`src/hw/rtl/tmps_pkg.sv`:
```
// ----------------------------------------------------------------------------
// tmps_pkg
// shared types and constants of the triangle minimum path sum block
// ----------------------------------------------------------------------------
`default_nettype none

package tmps_pkg;

    localparam int SUM_W = 22;
    localparam int CFG_W = 7;

    typedef logic signed [SUM_W-1:0] t_sum;

    localparam t_sum SUM_MAX = {1'b0, {(SUM_W-1){1'b1}}};
    localparam t_sum SUM_MIN = {1'b1, {(SUM_W-1){1'b0}}};

    // per-beat position flags, fixed at acceptance
    typedef struct packed {
        logic col0;
        logic row_end;
        logic last_row;
    } t_item_ctl;

endpackage

`default_nettype wire

```
`src/hw/rtl/triangle_min_path_sum.sv`:
```
// result: a triangle's last entry passes the stage-1 register, then the output register
// throughput: one entry per cycle unless the result stalls; each entry is one row memory
// read-modify-write; a just-written sum is forwarded if the next entry reads its cell
// reset: synchronous, active low; clears sequencer, running sums and handshakes,
// sets the row count to one; the row memory is not cleared (every cell is written first)
// ----------------------------------------------------------------------------
// triangle_min_path_sum
// streamed minimum top-to-bottom path sum of a number triangle
// ----------------------------------------------------------------------------
`default_nettype none

module triangle_min_path_sum #(
    parameter int MAX_ROWS    = 64,
    parameter int VALUE_WIDTH = 16
) (
    input  wire logic                          i_clk,
    input  wire logic                          i_rst_n,
    input  wire logic                          i_valid,
    output      logic                          o_ready,
    input  wire logic signed [VALUE_WIDTH-1:0] i_entry_value,
    input  wire logic                          i_cfg_we,
    input  wire logic [tmps_pkg::CFG_W-1:0]    i_cfg_wdata,
    output      logic                          o_valid,
    input  wire logic                          i_ready,
    output      tmps_pkg::t_sum                o_min_sum
);
    import tmps_pkg::*;

    localparam int IW = (MAX_ROWS > 1) ? $clog2(MAX_ROWS) : 1;

    logic                          accept;
    logic [IW-1:0]                 col;
    t_item_ctl                     ctl;
    t_sum                          rdata;
    t_sum                          above;
    t_sum                          best;
    t_sum                          result;
    logic                          s1_final;
    logic                          s1_go;

    logic                          r_s1_valid;
    t_item_ctl                     r_s1_ctl;
    logic [IW-1:0]                 r_s1_col;
    logic signed [VALUE_WIDTH-1:0] r_s1_value;
    logic                          r_fwd;
    t_sum                          r_fwd_data;
    logic                          r_out_valid;
    t_sum                          r_out_sum;

    assign accept   = i_valid && o_ready;
    assign s1_final = r_s1_ctl.row_end && r_s1_ctl.last_row;
    assign s1_go    = r_s1_valid && (!s1_final || !r_out_valid || i_ready);
    assign o_ready  = !r_s1_valid || s1_go;
    assign above    = r_fwd ? r_fwd_data : rdata;

    tmps_ctl #(
        .MAX_ROWS (MAX_ROWS),
        .IW       (IW)
    ) u_ctl (
        .i_clk       (i_clk),
        .i_rst_n     (i_rst_n),
        .i_cfg_we    (i_cfg_we),
        .i_cfg_wdata (i_cfg_wdata),
        .i_accept    (accept),
        .o_col       (col),
        .o_ctl       (ctl)
    );

    tmps_row_mem #(
        .DEPTH (MAX_ROWS),
        .AW    (IW)
    ) u_mem (
        .i_clk   (i_clk),
        .i_re    (accept),
        .i_raddr (col),
        .o_rdata (rdata),
        .i_we    (s1_go),
        .i_waddr (r_s1_col),
        .i_wdata (best)
    );

    tmps_acc #(
        .VALUE_WIDTH (VALUE_WIDTH)
    ) u_acc (
        .i_clk    (i_clk),
        .i_rst_n  (i_rst_n),
        .i_go     (s1_go),
        .i_value  (r_s1_value),
        .i_above  (above),
        .i_ctl    (r_s1_ctl),
        .o_best   (best),
        .o_result (result)
    );

    always_ff @(posedge i_clk) begin
        if (!i_rst_n) begin
            r_s1_valid <= 1'b0;
        end else if (o_ready) begin
            r_s1_valid <= i_valid;
        end
    end

    always_ff @(posedge i_clk) begin
        if (accept) begin
            r_s1_ctl   <= ctl;
            r_s1_col   <= col;
            r_s1_value <= i_entry_value;
            r_fwd      <= s1_go && (r_s1_col == col);
            r_fwd_data <= best;
        end
    end

    always_ff @(posedge i_clk) begin
        if (!i_rst_n) begin
            r_out_valid <= 1'b0;
        end else if (s1_go && s1_final) begin
            r_out_valid <= 1'b1;
        end else if (i_ready) begin
            r_out_valid <= 1'b0;
        end
    end

    always_ff @(posedge i_clk) begin
        if (s1_go && s1_final) begin
            r_out_sum <= result;
        end
    end

    assign o_valid   = r_out_valid;
    assign o_min_sum = r_out_sum;

endmodule

`default_nettype wire

```
`src/hw/rtl/tmps_ctl.sv`:
```
// ----------------------------------------------------------------------------
// tmps_ctl
// row count register and row / column sequencer for incoming beats
// ----------------------------------------------------------------------------
`default_nettype none

module tmps_ctl #(
    parameter int MAX_ROWS = 64,
    parameter int IW       = 6
) (
    input  wire logic                       i_clk,
    input  wire logic                       i_rst_n,
    input  wire logic                       i_cfg_we,
    input  wire logic [tmps_pkg::CFG_W-1:0] i_cfg_wdata,
    input  wire logic                       i_accept,
    output      logic [IW-1:0]              o_col,
    output      tmps_pkg::t_item_ctl        o_ctl
);
    import tmps_pkg::*;

    localparam int CW = ((IW + 1) > CFG_W) ? (IW + 1) : CFG_W;

    logic [CFG_W-1:0] r_row_count;
    logic [IW-1:0]    r_row_idx;
    logic [IW-1:0]    r_col;
    logic [CW-1:0]    cnt;
    logic [CW-1:0]    rows_eff;

    always_comb begin
        cnt = CW'(r_row_count);
        if (cnt == '0) begin
            rows_eff = CW'(1);
        end else if (cnt > CW'(MAX_ROWS)) begin
            rows_eff = CW'(MAX_ROWS);
        end else begin
            rows_eff = cnt;
        end
    end

    assign o_col          = r_col;
    assign o_ctl.col0     = (r_col == '0);
    assign o_ctl.row_end  = (r_col >= r_row_idx);
    assign o_ctl.last_row = ((CW'(r_row_idx) + CW'(1)) >= rows_eff);

    always_ff @(posedge i_clk) begin
        if (!i_rst_n) begin
            r_row_count <= CFG_W'(1);
        end else if (i_cfg_we) begin
            r_row_count <= i_cfg_wdata;
        end
    end

    always_ff @(posedge i_clk) begin
        if (!i_rst_n) begin
            r_row_idx <= '0;
            r_col     <= '0;
        end else if (i_accept) begin
            if (o_ctl.row_end) begin
                r_col <= '0;
                if (o_ctl.last_row) begin
                    r_row_idx <= '0;
                end else begin
                    r_row_idx <= r_row_idx + IW'(1);
                end
            end else begin
                r_col <= r_col + IW'(1);
            end
        end
    end

endmodule

`default_nettype wire

```
`src/hw/rtl/tmps_row_mem.sv`:
```
// ----------------------------------------------------------------------------
// tmps_row_mem
// row buffer of best path sums, one write and one registered read port
// ----------------------------------------------------------------------------
`default_nettype none

module tmps_row_mem #(
    parameter int DEPTH = 64,
    parameter int AW    = 6
) (
    input  wire logic           i_clk,
    input  wire logic           i_re,
    input  wire logic [AW-1:0]  i_raddr,
    output      tmps_pkg::t_sum o_rdata,
    input  wire logic           i_we,
    input  wire logic [AW-1:0]  i_waddr,
    input  wire tmps_pkg::t_sum i_wdata
);
    import tmps_pkg::*;

    t_sum r_mem [DEPTH];
    t_sum r_rdata;

    always_ff @(posedge i_clk) begin
        if (i_we) begin
            r_mem[i_waddr] <= i_wdata;
        end
    end

    always_ff @(posedge i_clk) begin
        if (i_re) begin
            r_rdata <= r_mem[i_raddr];
        end
    end

    assign o_rdata = r_rdata;

endmodule

`default_nettype wire

```
`src/hw/rtl/tmps_acc.sv`:
```
// ----------------------------------------------------------------------------
// tmps_acc
// best-sum update with saturation, left neighbour and bottom row minimum
// ----------------------------------------------------------------------------
`default_nettype none

module tmps_acc #(
    parameter int VALUE_WIDTH = 16
) (
    input  wire logic                          i_clk,
    input  wire logic                          i_rst_n,
    input  wire logic                          i_go,
    input  wire logic signed [VALUE_WIDTH-1:0] i_value,
    input  wire tmps_pkg::t_sum                i_above,
    input  wire tmps_pkg::t_item_ctl           i_ctl,
    output      tmps_pkg::t_sum                o_best,
    output      tmps_pkg::t_sum                o_result
);
    import tmps_pkg::*;

    localparam int EW = ((VALUE_WIDTH > SUM_W) ? VALUE_WIDTH : SUM_W) + 1;

    t_sum                r_left;
    t_sum                r_bottom;
    t_sum                above_eff;
    t_sum                pick;
    logic signed [EW-1:0] sum_raw;

    assign above_eff = i_ctl.row_end ? '0 : i_above;

    always_comb begin
        if (i_ctl.col0) begin
            pick = above_eff;
        end else if (i_ctl.row_end) begin
            pick = r_left;
        end else begin
            pick = (r_left < above_eff) ? r_left : above_eff;
        end
        sum_raw = EW'(i_value) + EW'(pick);
        if (sum_raw > EW'(SUM_MAX)) begin
            o_best = SUM_MAX;
        end else if (sum_raw < EW'(SUM_MIN)) begin
            o_best = SUM_MIN;
        end else begin
            o_best = SUM_W'(sum_raw);
        end
    end

    assign o_result = (o_best < r_bottom) ? o_best : r_bottom;

    always_ff @(posedge i_clk) begin
        if (!i_rst_n) begin
            r_left   <= '0;
            r_bottom <= SUM_MAX;
        end else if (i_go) begin
            r_left <= i_ctl.row_end ? '0 : above_eff;
            if (i_ctl.last_row) begin
                r_bottom <= i_ctl.row_end ? SUM_MAX : o_result;
            end
        end
    end

endmodule

`default_nettype wire

```
`config.mk`:
```
export PLATFORM = sky130hd
export DESIGN_NAME = triangle_min_path_sum
export DESIGN_NICKNAME = d
export VERILOG_FILES = /design/src/hw/rtl/tmps_pkg.sv /design/src/hw/rtl/triangle_min_path_sum.sv /design/src/hw/rtl/tmps_ctl.sv /design/src/hw/rtl/tmps_row_mem.sv /design/src/hw/rtl/tmps_acc.sv
export SDC_FILE = /design/constraint.sdc
export NUM_CORES = 2
export LEC_CHECK = 0
export ABC_CLOCK_PERIOD_IN_PS = 12300
export CORE_MARGIN = 2
export CORE_UTILIZATION = 31
export DETAILED_ROUTE_END_ITERATION = 12
export DONT_BUFFER_PORTS = 1
export PLACE_DENSITY_LB_ADDON = 0.08
export SYNTH_ARGS = -nofsm -noshare
export SYNTH_HDL_FRONTEND = slang
export SYNTH_SLANG_ARGS = --single-unit
```
`constraint.sdc`:
```
create_clock -name i_clk -period 12.3 [get_ports i_clk]
set_clock_uncertainty 0.15 [all_clocks]
set_input_delay 2.46 -clock i_clk [delete_from_list [all_inputs] [get_ports i_clk]]
set_output_delay 2.46 -clock i_clk [all_outputs]
set_load 0.02 [all_outputs]
```
==> results.yml <==
sta:
  fmax_ghz: 0.1060
  hold_violations: 0
  timing.final.crit_share: 0.7669
  period_needed_ns: 9.433
  report.final.slew_viol_count: 0
  finalSetupViolations: 0
  fin_tns_setup_ns: 0
  relSlewSlack: 0.2029
  rsz0062_at_grt: "false"
  worstMarginPinSlew_ns: 1.191
worst_hold_path:
  hold_path_class: "flip-flop to flip-flop"
global_route:
  pin_count_of_the_biggest_net_entering_global_routing: 133
  grt_pass1_wl_um: 248700
  grt_antenna_before_repair: 15
  vias_in_the_first_global_route: 32200
  grt.overflow.total: 0
  grt_util_all_layers: 0.1733
detailed_routing:
  via_count: 30440
  ant_nets: 0
  wirelength_um: 178000
  drt_first_pass_iters: 7
  wl_per_cell_um: 29.85
  drt_iter0_markers: 2657
  remaining_drc_errors: 0
  route.detailed.vias_per_inst: 5.105
die:
  std_cell_core_area_mm2: 0.2017
  floorplan.die.width_um: 453.9
  initial_core_util: 0.3112
  die_h_um: 453.9
  io-pin-count: 52
  die_area_mm2: 0.2061
  cell_row_count: 165
yosys:
  synth_largest_type_area_fraction: 0.7177
  synth.largest_area_cell: "sky130_fd_sc_hd__edfxtp_1"
  dominantRegCellSynth: "sky130_fd_sc_hd__edfxtp_1"
  postSynthAreaPerCell_um2: 20.95
  yosys_warnings: 0
  synth.lib_cells_used.distinct: 75
  sequential_to_total_area_share_from_yosys_stat: 0.7385
  postSynthRegisterBits: 1565
  yosys-top-cells-area: "sky130_fd_sc_hd__edfxtp_1 (72%), sky130_fd_sc_hd__mux4_2 (16%), sky130_fd_sc_hd__dfxtp_1 (2.1%), sky130_fd_sc_hd__ha_1 (1.6%), sky130_fd_sc_hd__nor2_1 (0.75%)"
  postSynthCellCount: 2995
  number_of_synthesized_flops_with_an_enable_pin: 1500
  syn_nets: 3106
  synthArstFlopShare: 0
  netlist_area_mm2: 0.06276
power:
  total_leakage_power_nw: 22.16
  ir_drop_uv: 107.6
  power_density_mw_per_mm2: 173.5
  fin_total_pwr_mw: 12.49
worst_setup_path:
  critical-path-max-stage-delay_ns: 0.71
  worstPathRequired_ns: 12.85
  worst_path_max_delay_cell: "sky130_fd_sc_hd__edfxtp_1"
  setup.worst_path.start_class: "flip-flop"
  worst_ep_arrival_time_ns: 9.99
  worstPathMaxFanout: 66
  end_kind: "flip-flop"
  critical_path_class: "flip-flop to flip-flop"
cts:
  tritoncts.num_buffers: 176
  cts_root_buffer: "sky130_fd_sc_hd__clkbuf_16"
  post_cts.resized_instances: 0
  cts.path.max_buffers: 3
  register_clock_pin_slew_on_the_reported_worst_setup_and_hold_paths_ns: 0.06
  clock_sinks: 1565
  htreeDepth: 4
  cts_post_setup_buffers_inserted: 0
  insertion_delay_ns: 0.83
  holdBufCountCts: 0
  tritoncts: "built"
layout:
  design.final.nets: 3241
  final_cell_mix: "sky130_fd_sc_hd__edfxtp_1 (1500), sky130_fd_sc_hd__mux4_2 (458), sky130_fd_sc_hd__clkbuf_16 (180)"
  area_delta_synth_final_pct: 14.72
  instances_no_fill: 5963
  layout-drive-gt1-share: 0.2874
  mostFrequentLayoutCell: "sky130_fd_sc_hd__edfxtp_1"
flow_run:
  drv.max_cap_violation_count: 0
placed_design:
  dpl.cell_count: 5624
  placement.io_buffers: 0
  dpl.hpwl_um: 96900
  gp_congestion: 0.8236
status:
  status: "completed"
[critical path, delay by kind of cell, from the launching register on]
| kind | cells | cell delay [ns] |
|---|---|---|
| mux | 2 | 0.65 |
| buf+inv | 6 | 1.20 |
| compound gates | 18 | 4.25 |
| simple gates | 4 | 1.01 |
| flops | 1 | 0.71 |
| fa+ha+maj | 4 | 1.34 |
[synthesized netlist by cell type (4+ instances only)]
master                     count
sky130_fd_sc_hd__a211oi_1     10
sky130_fd_sc_hd__a21o_1       22
sky130_fd_sc_hd__a21oi_1      76
sky130_fd_sc_hd__a31oi_1       7
sky130_fd_sc_hd__a32o_1        4
sky130_fd_sc_hd__and3_1        8
sky130_fd_sc_hd__and4_1        4
sky130_fd_sc_hd__buf_1        15
sky130_fd_sc_hd__buf_2        46
sky130_fd_sc_hd__buf_6         5
sky130_fd_sc_hd__clkbuf_1     87
sky130_fd_sc_hd__dfxtp_1      65
sky130_fd_sc_hd__edfxtp_1   1500
sky130_fd_sc_hd__ha_1         82
sky130_fd_sc_hd__inv_1        61
sky130_fd_sc_hd__maj3_1        7
sky130_fd_sc_hd__maj3_2        9
sky130_fd_sc_hd__mux2_4       18
sky130_fd_sc_hd__mux2i_1      33
sky130_fd_sc_hd__mux4_2      458
sky130_fd_sc_hd__nand2_1     110
sky130_fd_sc_hd__nand2b_1      5
sky130_fd_sc_hd__nand3_1      32
sky130_fd_sc_hd__nand3b_1      5
sky130_fd_sc_hd__nand4_1      14
sky130_fd_sc_hd__nor2_1      125
sky130_fd_sc_hd__nor2b_1       9
sky130_fd_sc_hd__nor3_1       13
sky130_fd_sc_hd__nor4_1        4
sky130_fd_sc_hd__o211ai_1     21
sky130_fd_sc_hd__o21a_1        4
sky130_fd_sc_hd__o21ai_0      31
sky130_fd_sc_hd__o21ai_1      14
sky130_fd_sc_hd__or3_1         4
sky130_fd_sc_hd__xnor2_1      18
sky130_fd_sc_hd__xor2_1       15
[registers in the layout (all words and copies together) (netlist names), 3 cells and up]
signal           count
u_ctl.r_row_idx      6
u_acc.r_bottom      22
r_s1_col             6
u_ctl.cnt            7
u_acc.r_left        22
u_mem.r_mem       1408
r_s1_value          16
o_min_sum           22
u_ctl.o_col          6
r_fwd_data          22
r_s1_ctl             3
u_mem.o_rdata       22
[final cells by class]
type,count,area (µm²)
Clock inverter,100,760.7
Timing Repair Buffer,111,883.3
Fill cell,18520,129700
Clock buffer,222,4682
Sequential cell,1565,46360
Inverter,64,241.5
Multi-Input combinational cell,1212,15680
Tap cell,2672,3343
Antenna cell,17,42.54
[where the power goes]
group	internal (mW)	total, mW	switching (mW)
clock	2.86	4.98	2.12
combinational	0.326	1.19	0.869
sequential	6.28	6.32	0.0378
[path summary, 6_finish.rpt]
kind / from / end / slack (ns) / cells past startpoint
worst min-delay path: u_acc.r_left[10] / u_acc.r_left[10] / 0.33 / 2
worst max register to register: r_fwd / u_acc.r_bottom[15] / 2.87 / 34
worst min register to register: u_acc.r_left[10] / u_acc.r_left[10] / 0.33 / 2
worst max-delay path: r_fwd / u_acc.r_bottom[15] / 2.87 / 34
[layer usage]
layer	up-vias	GRT usage	wire (µm)
met4	0	0.04537	3700
met1	16730	0.2351	77880
met3	210	0.02422	7966
li1	12770	-	-
met2	728	0.2921	88430
met5	-	0	0
[per-stage QoR]
| stage | util | cell area [µm²] | hold slack [ns] | setup slack, ns |
|---|---|---|---|---|
| 4_1_cts | 0.3567 | 71950 | 0.3288 | 2.830 |
| 6_report | 0.3569 | 72000 | 0.3295 | 2.867 |
| 3_3_place_gp | 0.3297 | 66500 | 0.3108 | 2.543 |
| 3_5_place_dp | 0.3298 | 66510 | 0.3133 | 2.911 |
| 5_1_grt | 0.3568 | 71960 | 0.3366 | 2.001 |
| 2_1_floorplan | - | 62760 | 0.2848 | 3.227 |
[cell families (layout without fill, tap and decap cells)]
group | Yosys count | after routing | synth area share
AOI/OAI and AO/OA | 219 | 219 | 0.02323
xor gates and xnor gates | 33 | 33 | 0.004605
adders and majority gates | 99 | 99 | 0.01940
buffers and inverters | 218 | 497 | 0.01461
DFF | 1565 | 1565 | 0.7385
muxes | 510 | 510 | 0.1741
other | 0 | 17 | 0
and+or+nand+nor | 351 | 351 | 0.02560
(Power assumes the default switching activity.)
